<file path="src/design/cxy_pkg.sv">
// ----------------------------------------------------------------------------
// cxy_pkg
// Shared constants for the CoreXY line step generator: operation codes,
// scale arithmetic constants and the bit layouts of the input and result words.
// ----------------------------------------------------------------------------
package cxy_pkg;

	// Operation codes carried on the input tuser bit.
	localparam logic OP_MOVE = 1'b0;
	localparam logic OP_TICK = 1'b1;

	// Pulses per millimetre after reset, Q8.8 (300 / 25.4).
	localparam logic [15:0] PPM_RESET = 16'd3024;

	// |delta| * pulses_per_mm is 1/16 mm times Q8.8, so counts come out
	// after a shift of 4 + 8 + 1 bits, rounded up.
	localparam int SCALE_SHIFT = 13;
	localparam logic [12:0] ROUND_BIAS = 13'h1fff;

	// Input tdata layout.
	localparam int IN_DATA_W = 40;
	localparam int IN_TX_LSB = 0;
	localparam int IN_TY_LSB = 16;
	localparam int IN_PEN_BIT = 32;

	// Result tdata layout.
	localparam int OUT_DATA_W = 8;
	localparam int OUT_STEP_ONE = 0;
	localparam int OUT_STEP_TWO = 1;
	localparam int OUT_DIR_ONE = 2;
	localparam int OUT_DIR_TWO = 3;
	localparam int OUT_PEN = 4;
	localparam int OUT_BUSY = 5;
	localparam int OUT_REJECTED = 6;

endpackage

</file>
<file path="src/design/cxy_to_count.sv">
// ----------------------------------------------------------------------------
// cxy_to_count
// Converts a signed belt displacement in 1/16 mm into a motor step count:
// ceil(|d| * pulses_per_mm / 8192), saturated to the count width.
// ----------------------------------------------------------------------------
module cxy_to_count #(
	parameter int DW = 18,
	parameter int COUNT_WIDTH = 16
) (
	input  logic signed [DW-1:0]          delta,
	input  logic        [15:0]            scale,
	output logic        [COUNT_WIDTH-1:0] count
);

	localparam int PW = DW + 16;
	localparam int SW = PW + 1;
	localparam int QW = SW - cxy_pkg::SCALE_SHIFT;

	logic [DW-1:0] mag;
	logic [PW-1:0] prod;
	logic [SW-1:0] sum;
	logic [QW-1:0] quo;

	// The most negative delta still fits as an unsigned magnitude.
	assign mag  = delta[DW-1] ? (~delta + DW'(1)) : delta;
	assign prod = PW'(mag) * PW'(scale);
	assign sum  = {1'b0, prod} + SW'(cxy_pkg::ROUND_BIAS);
	assign quo  = sum[SW-1:cxy_pkg::SCALE_SHIFT];

	generate
		if (QW > COUNT_WIDTH) begin : g_sat
			assign count = (|quo[QW-1:COUNT_WIDTH]) ? {COUNT_WIDTH{1'b1}}
				: quo[COUNT_WIDTH-1:0];
		end else begin : g_ext
			assign count = COUNT_WIDTH'(quo);
		end
	endgenerate

endmodule

</file>
<file path="src/design/corexy_line_step_generator.sv">
// ----------------------------------------------------------------------------
// corexy_line_step_generator
// Line interpolation for a two-belt CoreXY plotter: move requests set up
// belt step counts, tick requests issue step pulses spread along the line.
// ----------------------------------------------------------------------------
// Usage:
//   Input requests arrive on s_tvalid/s_tready. s_tuser selects a move (0)
//   or a step tick (1). A move carries the target position and pen state in
//   s_tdata; a tick ignores s_tdata. Every request yields exactly one result
//   on m_tvalid/m_tready, with step pulses, directions, pen level and busy
//   in m_tdata and the final step of a move flagged on m_tlast.
//   A move that arrives while steps remain is dropped and reported rejected.
//   Users write pulses_per_mm via cfg_we/cfg_wdata while idle; not enforced.
// Timing:
//   One request is taken every cycle unless the result side stalls. A
//   request is held in the input register; the state update and the result
//   are computed in one pass between that register and the result register,
//   which drives the outputs. The per-tick path holds two
//   count-by-count multiplies and a compare in parallel.
//   When m_tready is low the result register holds and the input register
//   keeps one more request; s_tready drops only when both are full.
//   Reset clears position, counts, pen and directions, and reloads
//   pulses_per_mm with 3024.
// ----------------------------------------------------------------------------
module corexy_line_step_generator #(
	parameter int COORD_WIDTH = 16,
	parameter int COUNT_WIDTH = 16
) (
	input  logic                            clk,
	input  logic                            arst_n,
	input  logic                            s_tvalid,
	output logic                            s_tready,
	// s_tdata: target_x[15:0], target_y[31:16], pen_down[32], zero pad
	input  logic [cxy_pkg::IN_DATA_W-1:0]   s_tdata,
	// s_tuser: op[0]
	input  logic [0:0]                      s_tuser,
	output logic                            m_tvalid,
	input  logic                            m_tready,
	// m_tdata: step_one, step_two, dir_one, dir_two, pen_level, busy_res,
	// rejected, zero pad (bit 7)
	output logic [cxy_pkg::OUT_DATA_W-1:0]  m_tdata,
	output logic                            m_tlast,
	input  logic                            cfg_we,
	input  logic [15:0]                     cfg_wdata
);

	localparam int MW = (COORD_WIDTH > 16) ? COORD_WIDTH : 16;
	localparam int DW = MW + 2;
	localparam int PW = 2 * COUNT_WIDTH;

	// Input register.
	logic               valid_s1;
	logic               op_s1;
	logic signed [15:0] tx_s1;
	logic signed [15:0] ty_s1;
	logic               pen_s1;

	// Block state.
	logic [15:0]            scale_q;
	logic [COORD_WIDTH-1:0] pos_x_q;
	logic [COORD_WIDTH-1:0] pos_y_q;
	logic                   pen_q;
	logic [1:0]             dir_q;
	logic [COUNT_WIDTH-1:0] total_one_q;
	logic [COUNT_WIDTH-1:0] total_two_q;
	logic [COUNT_WIDTH-1:0] remain_one_q;
	logic [COUNT_WIDTH-1:0] remain_two_q;

	// Result register.
	logic                           out_valid_q;
	logic [cxy_pkg::OUT_DATA_W-1:0] out_data_q;
	logic                           out_last_q;

	logic adv;
	logic busy;

	assign adv      = valid_s1 && (!out_valid_q || m_tready);
	assign s_tready = !valid_s1 || adv;
	assign busy     = (remain_one_q != '0) || (remain_two_q != '0);

	// Move arithmetic.
	logic signed [DW-1:0]   txe, tye, pxe, pye, dx, dy, da, db;
	logic [DW-1:0]          adx, ady;
	logic [1:0]             mv_dir;
	logic [COUNT_WIDTH-1:0] cnt_one, cnt_two;

	assign txe = DW'(tx_s1);
	assign tye = DW'(ty_s1);
	assign pxe = {{(DW-COORD_WIDTH){pos_x_q[COORD_WIDTH-1]}}, pos_x_q};
	assign pye = {{(DW-COORD_WIDTH){pos_y_q[COORD_WIDTH-1]}}, pos_y_q};
	assign dx  = txe - pxe;
	assign dy  = tye - pye;
	assign da  = dx + dy;
	assign db  = dy - dx;
	assign adx = dx[DW-1] ? (~dx + DW'(1)) : dx;
	assign ady = dy[DW-1] ? (~dy + DW'(1)) : dy;

	// Directions: bit 0 is motor one, bit 1 is motor two.
	always_comb begin
		if (adx > ady) begin
			mv_dir = dx[DW-1] ? 2'b10 : 2'b01;
		end else begin
			mv_dir = dy[DW-1] ? 2'b00 : 2'b11;
		end
	end

	cxy_to_count #(.DW(DW), .COUNT_WIDTH(COUNT_WIDTH)) u_count_one (
		.delta(da),
		.scale(scale_q),
		.count(cnt_one)
	);

	cxy_to_count #(.DW(DW), .COUNT_WIDTH(COUNT_WIDTH)) u_count_two (
		.delta(db),
		.scale(scale_q),
		.count(cnt_two)
	);

	// Tick arithmetic: the larger total is the major motor, motor one on a tie.
	logic                   one_major;
	logic [COUNT_WIDTH-1:0] r_maj, r_min, t_maj, t_min;
	logic [PW-1:0]          cross_min, cross_maj;
	logic                   step_maj, step_min;
	logic [COUNT_WIDTH-1:0] r_maj_nxt, r_min_nxt;

	assign one_major = total_one_q >= total_two_q;
	assign r_maj     = one_major ? remain_one_q : remain_two_q;
	assign r_min     = one_major ? remain_two_q : remain_one_q;
	assign t_maj     = one_major ? total_one_q : total_two_q;
	assign t_min     = one_major ? total_two_q : total_one_q;
	assign cross_min = PW'(r_min) * PW'(t_maj);
	assign cross_maj = PW'(r_maj) * PW'(t_min);
	assign step_maj  = r_maj != '0;
	assign step_min  = (r_min != '0) && (cross_min >= cross_maj);
	assign r_maj_nxt = step_maj ? r_maj - COUNT_WIDTH'(1) : r_maj;
	assign r_min_nxt = step_min ? r_min - COUNT_WIDTH'(1) : r_min;

	// Next state and result for the item in the input register.
	logic [COORD_WIDTH-1:0] pos_x_nxt, pos_y_nxt;
	logic                   pen_nxt;
	logic [1:0]             dir_nxt;
	logic [COUNT_WIDTH-1:0] tot_one_nxt, tot_two_nxt, rem_one_nxt, rem_two_nxt;
	logic                   s_one, s_two, last_nxt, rej_nxt;
	logic [cxy_pkg::OUT_DATA_W-1:0] res_word;

	always_comb begin
		pos_x_nxt   = pos_x_q;
		pos_y_nxt   = pos_y_q;
		pen_nxt     = pen_q;
		dir_nxt     = dir_q;
		tot_one_nxt = total_one_q;
		tot_two_nxt = total_two_q;
		rem_one_nxt = remain_one_q;
		rem_two_nxt = remain_two_q;
		s_one       = 1'b0;
		s_two       = 1'b0;
		last_nxt    = 1'b0;
		rej_nxt     = 1'b0;
		if (op_s1 == cxy_pkg::OP_MOVE) begin
			if (busy) begin
				rej_nxt = 1'b1;
			end else begin
				pos_x_nxt   = txe[COORD_WIDTH-1:0];
				pos_y_nxt   = tye[COORD_WIDTH-1:0];
				pen_nxt     = pen_s1;
				dir_nxt     = mv_dir;
				tot_one_nxt = cnt_one;
				tot_two_nxt = cnt_two;
				rem_one_nxt = cnt_one;
				rem_two_nxt = cnt_two;
			end
		end else if (busy) begin
			if (one_major) begin
				rem_one_nxt = r_maj_nxt;
				rem_two_nxt = r_min_nxt;
				s_one       = step_maj;
				s_two       = step_min;
			end else begin
				rem_two_nxt = r_maj_nxt;
				rem_one_nxt = r_min_nxt;
				s_two       = step_maj;
				s_one       = step_min;
			end
			last_nxt = (rem_one_nxt == '0) && (rem_two_nxt == '0);
		end
	end

	always_comb begin
		res_word                        = '0;
		res_word[cxy_pkg::OUT_STEP_ONE] = s_one;
		res_word[cxy_pkg::OUT_STEP_TWO] = s_two;
		res_word[cxy_pkg::OUT_DIR_ONE]  = dir_nxt[0];
		res_word[cxy_pkg::OUT_DIR_TWO]  = dir_nxt[1];
		res_word[cxy_pkg::OUT_PEN]      = pen_nxt;
		res_word[cxy_pkg::OUT_BUSY]     = (rem_one_nxt != '0) || (rem_two_nxt != '0);
		res_word[cxy_pkg::OUT_REJECTED] = rej_nxt;
	end

	always_ff @(posedge clk or negedge arst_n) begin
		if (!arst_n) begin
			valid_s1 <= 1'b0;
		end else if (s_tready) begin
			valid_s1 <= s_tvalid;
		end
	end

	always_ff @(posedge clk) begin
		if (s_tvalid && s_tready) begin
			op_s1  <= s_tuser[0];
			tx_s1  <= s_tdata[cxy_pkg::IN_TX_LSB +: 16];
			ty_s1  <= s_tdata[cxy_pkg::IN_TY_LSB +: 16];
			pen_s1 <= s_tdata[cxy_pkg::IN_PEN_BIT];
		end
	end

	always_ff @(posedge clk or negedge arst_n) begin
		if (!arst_n) begin
			scale_q <= cxy_pkg::PPM_RESET;
		end else if (cfg_we) begin
			scale_q <= cfg_wdata;
		end
	end

	always_ff @(posedge clk or negedge arst_n) begin
		if (!arst_n) begin
			pos_x_q      <= '0;
			pos_y_q      <= '0;
			pen_q        <= 1'b0;
			dir_q        <= 2'b00;
			total_one_q  <= '0;
			total_two_q  <= '0;
			remain_one_q <= '0;
			remain_two_q <= '0;
		end else if (adv) begin
			pos_x_q      <= pos_x_nxt;
			pos_y_q      <= pos_y_nxt;
			pen_q        <= pen_nxt;
			dir_q        <= dir_nxt;
			total_one_q  <= tot_one_nxt;
			total_two_q  <= tot_two_nxt;
			remain_one_q <= rem_one_nxt;
			remain_two_q <= rem_two_nxt;
		end
	end

	always_ff @(posedge clk or negedge arst_n) begin
		if (!arst_n) begin
			out_valid_q <= 1'b0;
		end else if (adv) begin
			out_valid_q <= 1'b1;
		end else if (m_tready) begin
			out_valid_q <= 1'b0;
		end
	end

	always_ff @(posedge clk) begin
		if (adv) begin
			out_data_q <= res_word;
			out_last_q <= last_nxt;
		end
	end

	assign m_tvalid = out_valid_q;
	assign m_tdata  = out_data_q;
	assign m_tlast  = out_last_q;

endmodule

</file>
<file path="config.mk">
export PLATFORM = sky130hd
export DESIGN_NAME = corexy_line_step_generator
export DESIGN_NICKNAME = d
export VERILOG_FILES = /design/src/design/cxy_pkg.sv /design/src/design/cxy_to_count.sv /design/src/design/corexy_line_step_generator.sv
export SDC_FILE = /design/constraint.sdc
export NUM_CORES = 2
export LEC_CHECK = 0
export ABC_AREA = 1
export ABC_CLOCK_PERIOD_IN_PS = 16300
export BUFFER_PORTS_ARGS = -buffer_cell sky130_fd_sc_hd__buf_4
export CAP_MARGIN = 20
export CELL_PAD_IN_SITES_DETAIL_PLACEMENT = 1
export CELL_PAD_IN_SITES_GLOBAL_PLACEMENT = 2
export CORE_MARGIN = 5
export CORE_UTILIZATION = 43
export DETAILED_ROUTE_END_ITERATION = 8
export GPL_ROUTABILITY_DRIVEN = 0
export HOLD_SLACK_MARGIN = 0.12
export PLACE_DENSITY_LB_ADDON = 0.3
export SETUP_SLACK_MARGIN = 0.3
export SYNTH_ARGS = -nofsm -noshare
export SYNTH_HDL_FRONTEND = slang
export SYNTH_SLANG_ARGS = --single-unit
</file>
<file path="constraint.sdc">
create_clock -name clk -period 16.3 [get_ports clk]
set_input_delay 0.815 -clock clk [delete_from_list [all_inputs] [get_ports clk]]
set_output_delay 0.815 -clock clk [all_outputs]
set_load 0.03 [all_outputs]
</file>
==> summary.md <==
| Metric | Value |
|---|---|
| Root buffer cell | `clkbuf_16` |
| H-tree depth | `4` |
| Post-CTS Hold Fix Bufs | `0` |
| Bufs and invs on worst path | `9` |
| Tot GR Track Use | `0.291` |
| Vias/cell | `5.37` |
| Crit share post-route | `0.797` |
| Post-CTS Setup Bufs | `0` |
| Achievable Freq | `77.0 MHz` |
| Max_cap viols | `0` |
| Die Span Y | `358 um` |
| DRC violation count after routing | `0` |
| Min cycle time layout | `12.99 ns` |
| Post-Route Setup TNS | `0 ns` |
| Ranking of synthesized cells by area | `fa_1 (33%), ha_1 (13%), nand2_1 (11%), inv_1 (10%), dfrtp_1 (5.3%)` |
| Cell taking the most area after synthesis | `fa_1` |
| Critical path arrival | `13.21 ns` |
| Asr flop ratio synth | `0.736` |
| Synth top area share | `0.330` |
| Largest net degree at the start of global routing | `80` |
| Max-slew violations | `0` |
| Startpoint Class | `flip-flop` |
| Library cells used by synthesis | `76` |
| Routed Antenna Nets | `0` |
| Max_slew headroom | `0.309` |
| Worst-path clk slew | `0.08 ns` |
| Most frequent cell after synthesis | `nand2_1` |
| Worst Tran Pin Value | `1.04 ns` |
| Maximum fanout along the worst path | `79` |
| DR pass1 iterations | `5` |
| Post-CTS sizing | `0` |
| RSZ-0062 raised after global routing | `no` |
| WL final | `182,000 um` |
| Cells after Synth | `6,907` |
| Post-synth EDFFs | `42` |
| Die ar. | `128,000 sq um` |
| Die width | `358 um` |
| Final instance area | `54,900 sq um` |
| Worst setup EP type | `flip-flop` |
| Layout Nets | `8,355` |
| Via count | `45,616` |
| Layout Skew | `0.0161 ns` |
| Critical path's top delay family | `simple AND/OR/NAND/NOR gates` |
| TritonCTS clock tree | `done` |
| Class of the worst hold path | `primary input to asynchronous set/reset pin` |
| Mapped Avg Cell Area | `7.55 sq um` |
| CP max-delay cell | `nand2_4` |
| Final hold violation count | `0` |
| Clock buffer depth | `2` |
| First-pass GRT wire length | `285,000 um` |
| Post-place instance area | `54,200 sq um` |
| Num rows | `127` |
| Grt ovf | `0` |
| Initial DRC Count | `2,976` |
| Initial antenna violation count | `0` |
| IO buf count | `64` |
| Hpwl dp | `151,000 um` |
| Syn-to-layout area delta | `5.30%` |
| Seq/Total Area, Yosys | `0.0805` |
| Initial Util | `0.434` |
| WS Path Type | `flip-flop to flip-flop` |
| Num Clock Sinks | `159` |
| Ys flop type | `dfrtp_1` |
| Synth top cells by count | `nand2_1 (1,569), inv_1 (1,452), fa_1 (860), nor2_1 (683), ha_1 (559)` |
| #FFs+latches synth | `159` |
| Outcome | `finished, final reports clean` |
| Ports | `73` |
| Mapped cell area | `52,100 sq um` |
| Crit-path max cell delay | `0.61 ns` |
| Fraction of layout cells with a size suffix above 1 | `0.0605` |
| Cell mode on critical path | `nand2_1` |
| Core ar. | `120,000 sq um` |
| # setup viols final | `0` |
| Critical Path RT | `16.51 ns` |
| Worst-Skew Late Latency | `0.49 ns` |
| Wirelength per Cell | `21.5 um` |
| Syn. warnings | `0` |
| Number of global-route vias before repair | `49,624` |
| TritonCTS Buffers | `17` |
[cell families after synthesis]
group | synth area share
other | 0.000144
AOI/OAI and AO/OA | 0.0662
buffers and inverters | 0.129
xor gates and xnor gates | 0.0320
adders and majority gates | 0.465
DFF | 0.0805
and+or+nand+nor | 0.227
[routing by layer]
layer / vias up / share of wire / GRT usage
li1: 20827 / - / -
met1: 23243 / 0.44 / 0.392
met2: 1283 / 0.46 / 0.482
met3: 263 / 0.071 / 0.0558
met4: 0 / 0.030 / 0.0775
met5: - / 0 / 0
[cell type report]
cell class                      count  area [sq um]
Multi-Input combinational cell   5040         41200
Tap cell                         1612          2020
Fill cell                       15219         65200
Sequential cell                   159          4200
Antenna cell                        1          2.50
Clock inverter                     10           124
Timing Repair Buffer              144          1110
Inverter                         1512          5690
Clock buffer                       22           529
[metrics by stage]
stage | setup slack (ns) | hold WS (ns) | utilization | std cells
5_1_grt | 2.60 | 0.340 | 0.457 | 8499
4_1_cts | 3.59 | 0.307 | 0.457 | 8498
3_3_place_gp | 3.85 | 0.472 | 0.451 | 8466
2_1_floorplan | 6.69 | 0.453 | - | 6908
3_5_place_dp | 3.68 | 0.478 | 0.451 | 8466
6_report | 3.31 | 0.308 | 0.457 | 8500
[sequential cells by signal (all words and copies together) (netlist names), 16 cells and up]
name and flops:
ty_s1 16, tx_s1 16, total_one_q 16, remain_two_q 16, remain_one_q 16, total_two_q 16, pos_y_q 16, scale_q 16
pos_x_q 16
[final timing paths]
| kind | startpoint | to | slack [ns] | cells after the start |
|---|---|---|---|---|
| worst min-delay path | arst_n | pos_x_q[10] | 0.31 | 1 |
| worst min register to register | pos_y_q[0] | pos_y_q[0] | 0.49 | 2 |
| max in group asynchronous | arst_n | pos_y_q[0] | 14.56 | 2 |
| worst max register to register | total_two_q[7] | m_tdata[5] | 3.31 | 55 |
| worst max-delay path | total_two_q[7] | m_tdata[5] | 3.31 | 55 |
| min in group clk | pos_y_q[0] | pos_y_q[0] | 0.49 | 2 |
[layout by cell type, fill, tap and decap left out, types with 43 or more instances in the layout]
cell type,instances
buf_4,141
xor2_1,121
ha_1,559
o21ai_1,43
fa_1,860
o21ai_0,196
nand4_1,51
nand2_1,1569
nor2_1,682
a21oi_1,239
inv_1,1452
nor3_1,46
nor2_2,45
nand3_1,273
nand2_2,58
dfrtp_1,111
xnor2_1,53
Power is left out: the tool's default activity adds up to more than one toggle a clock period on the data nets, which glitch-free logic cannot reach.
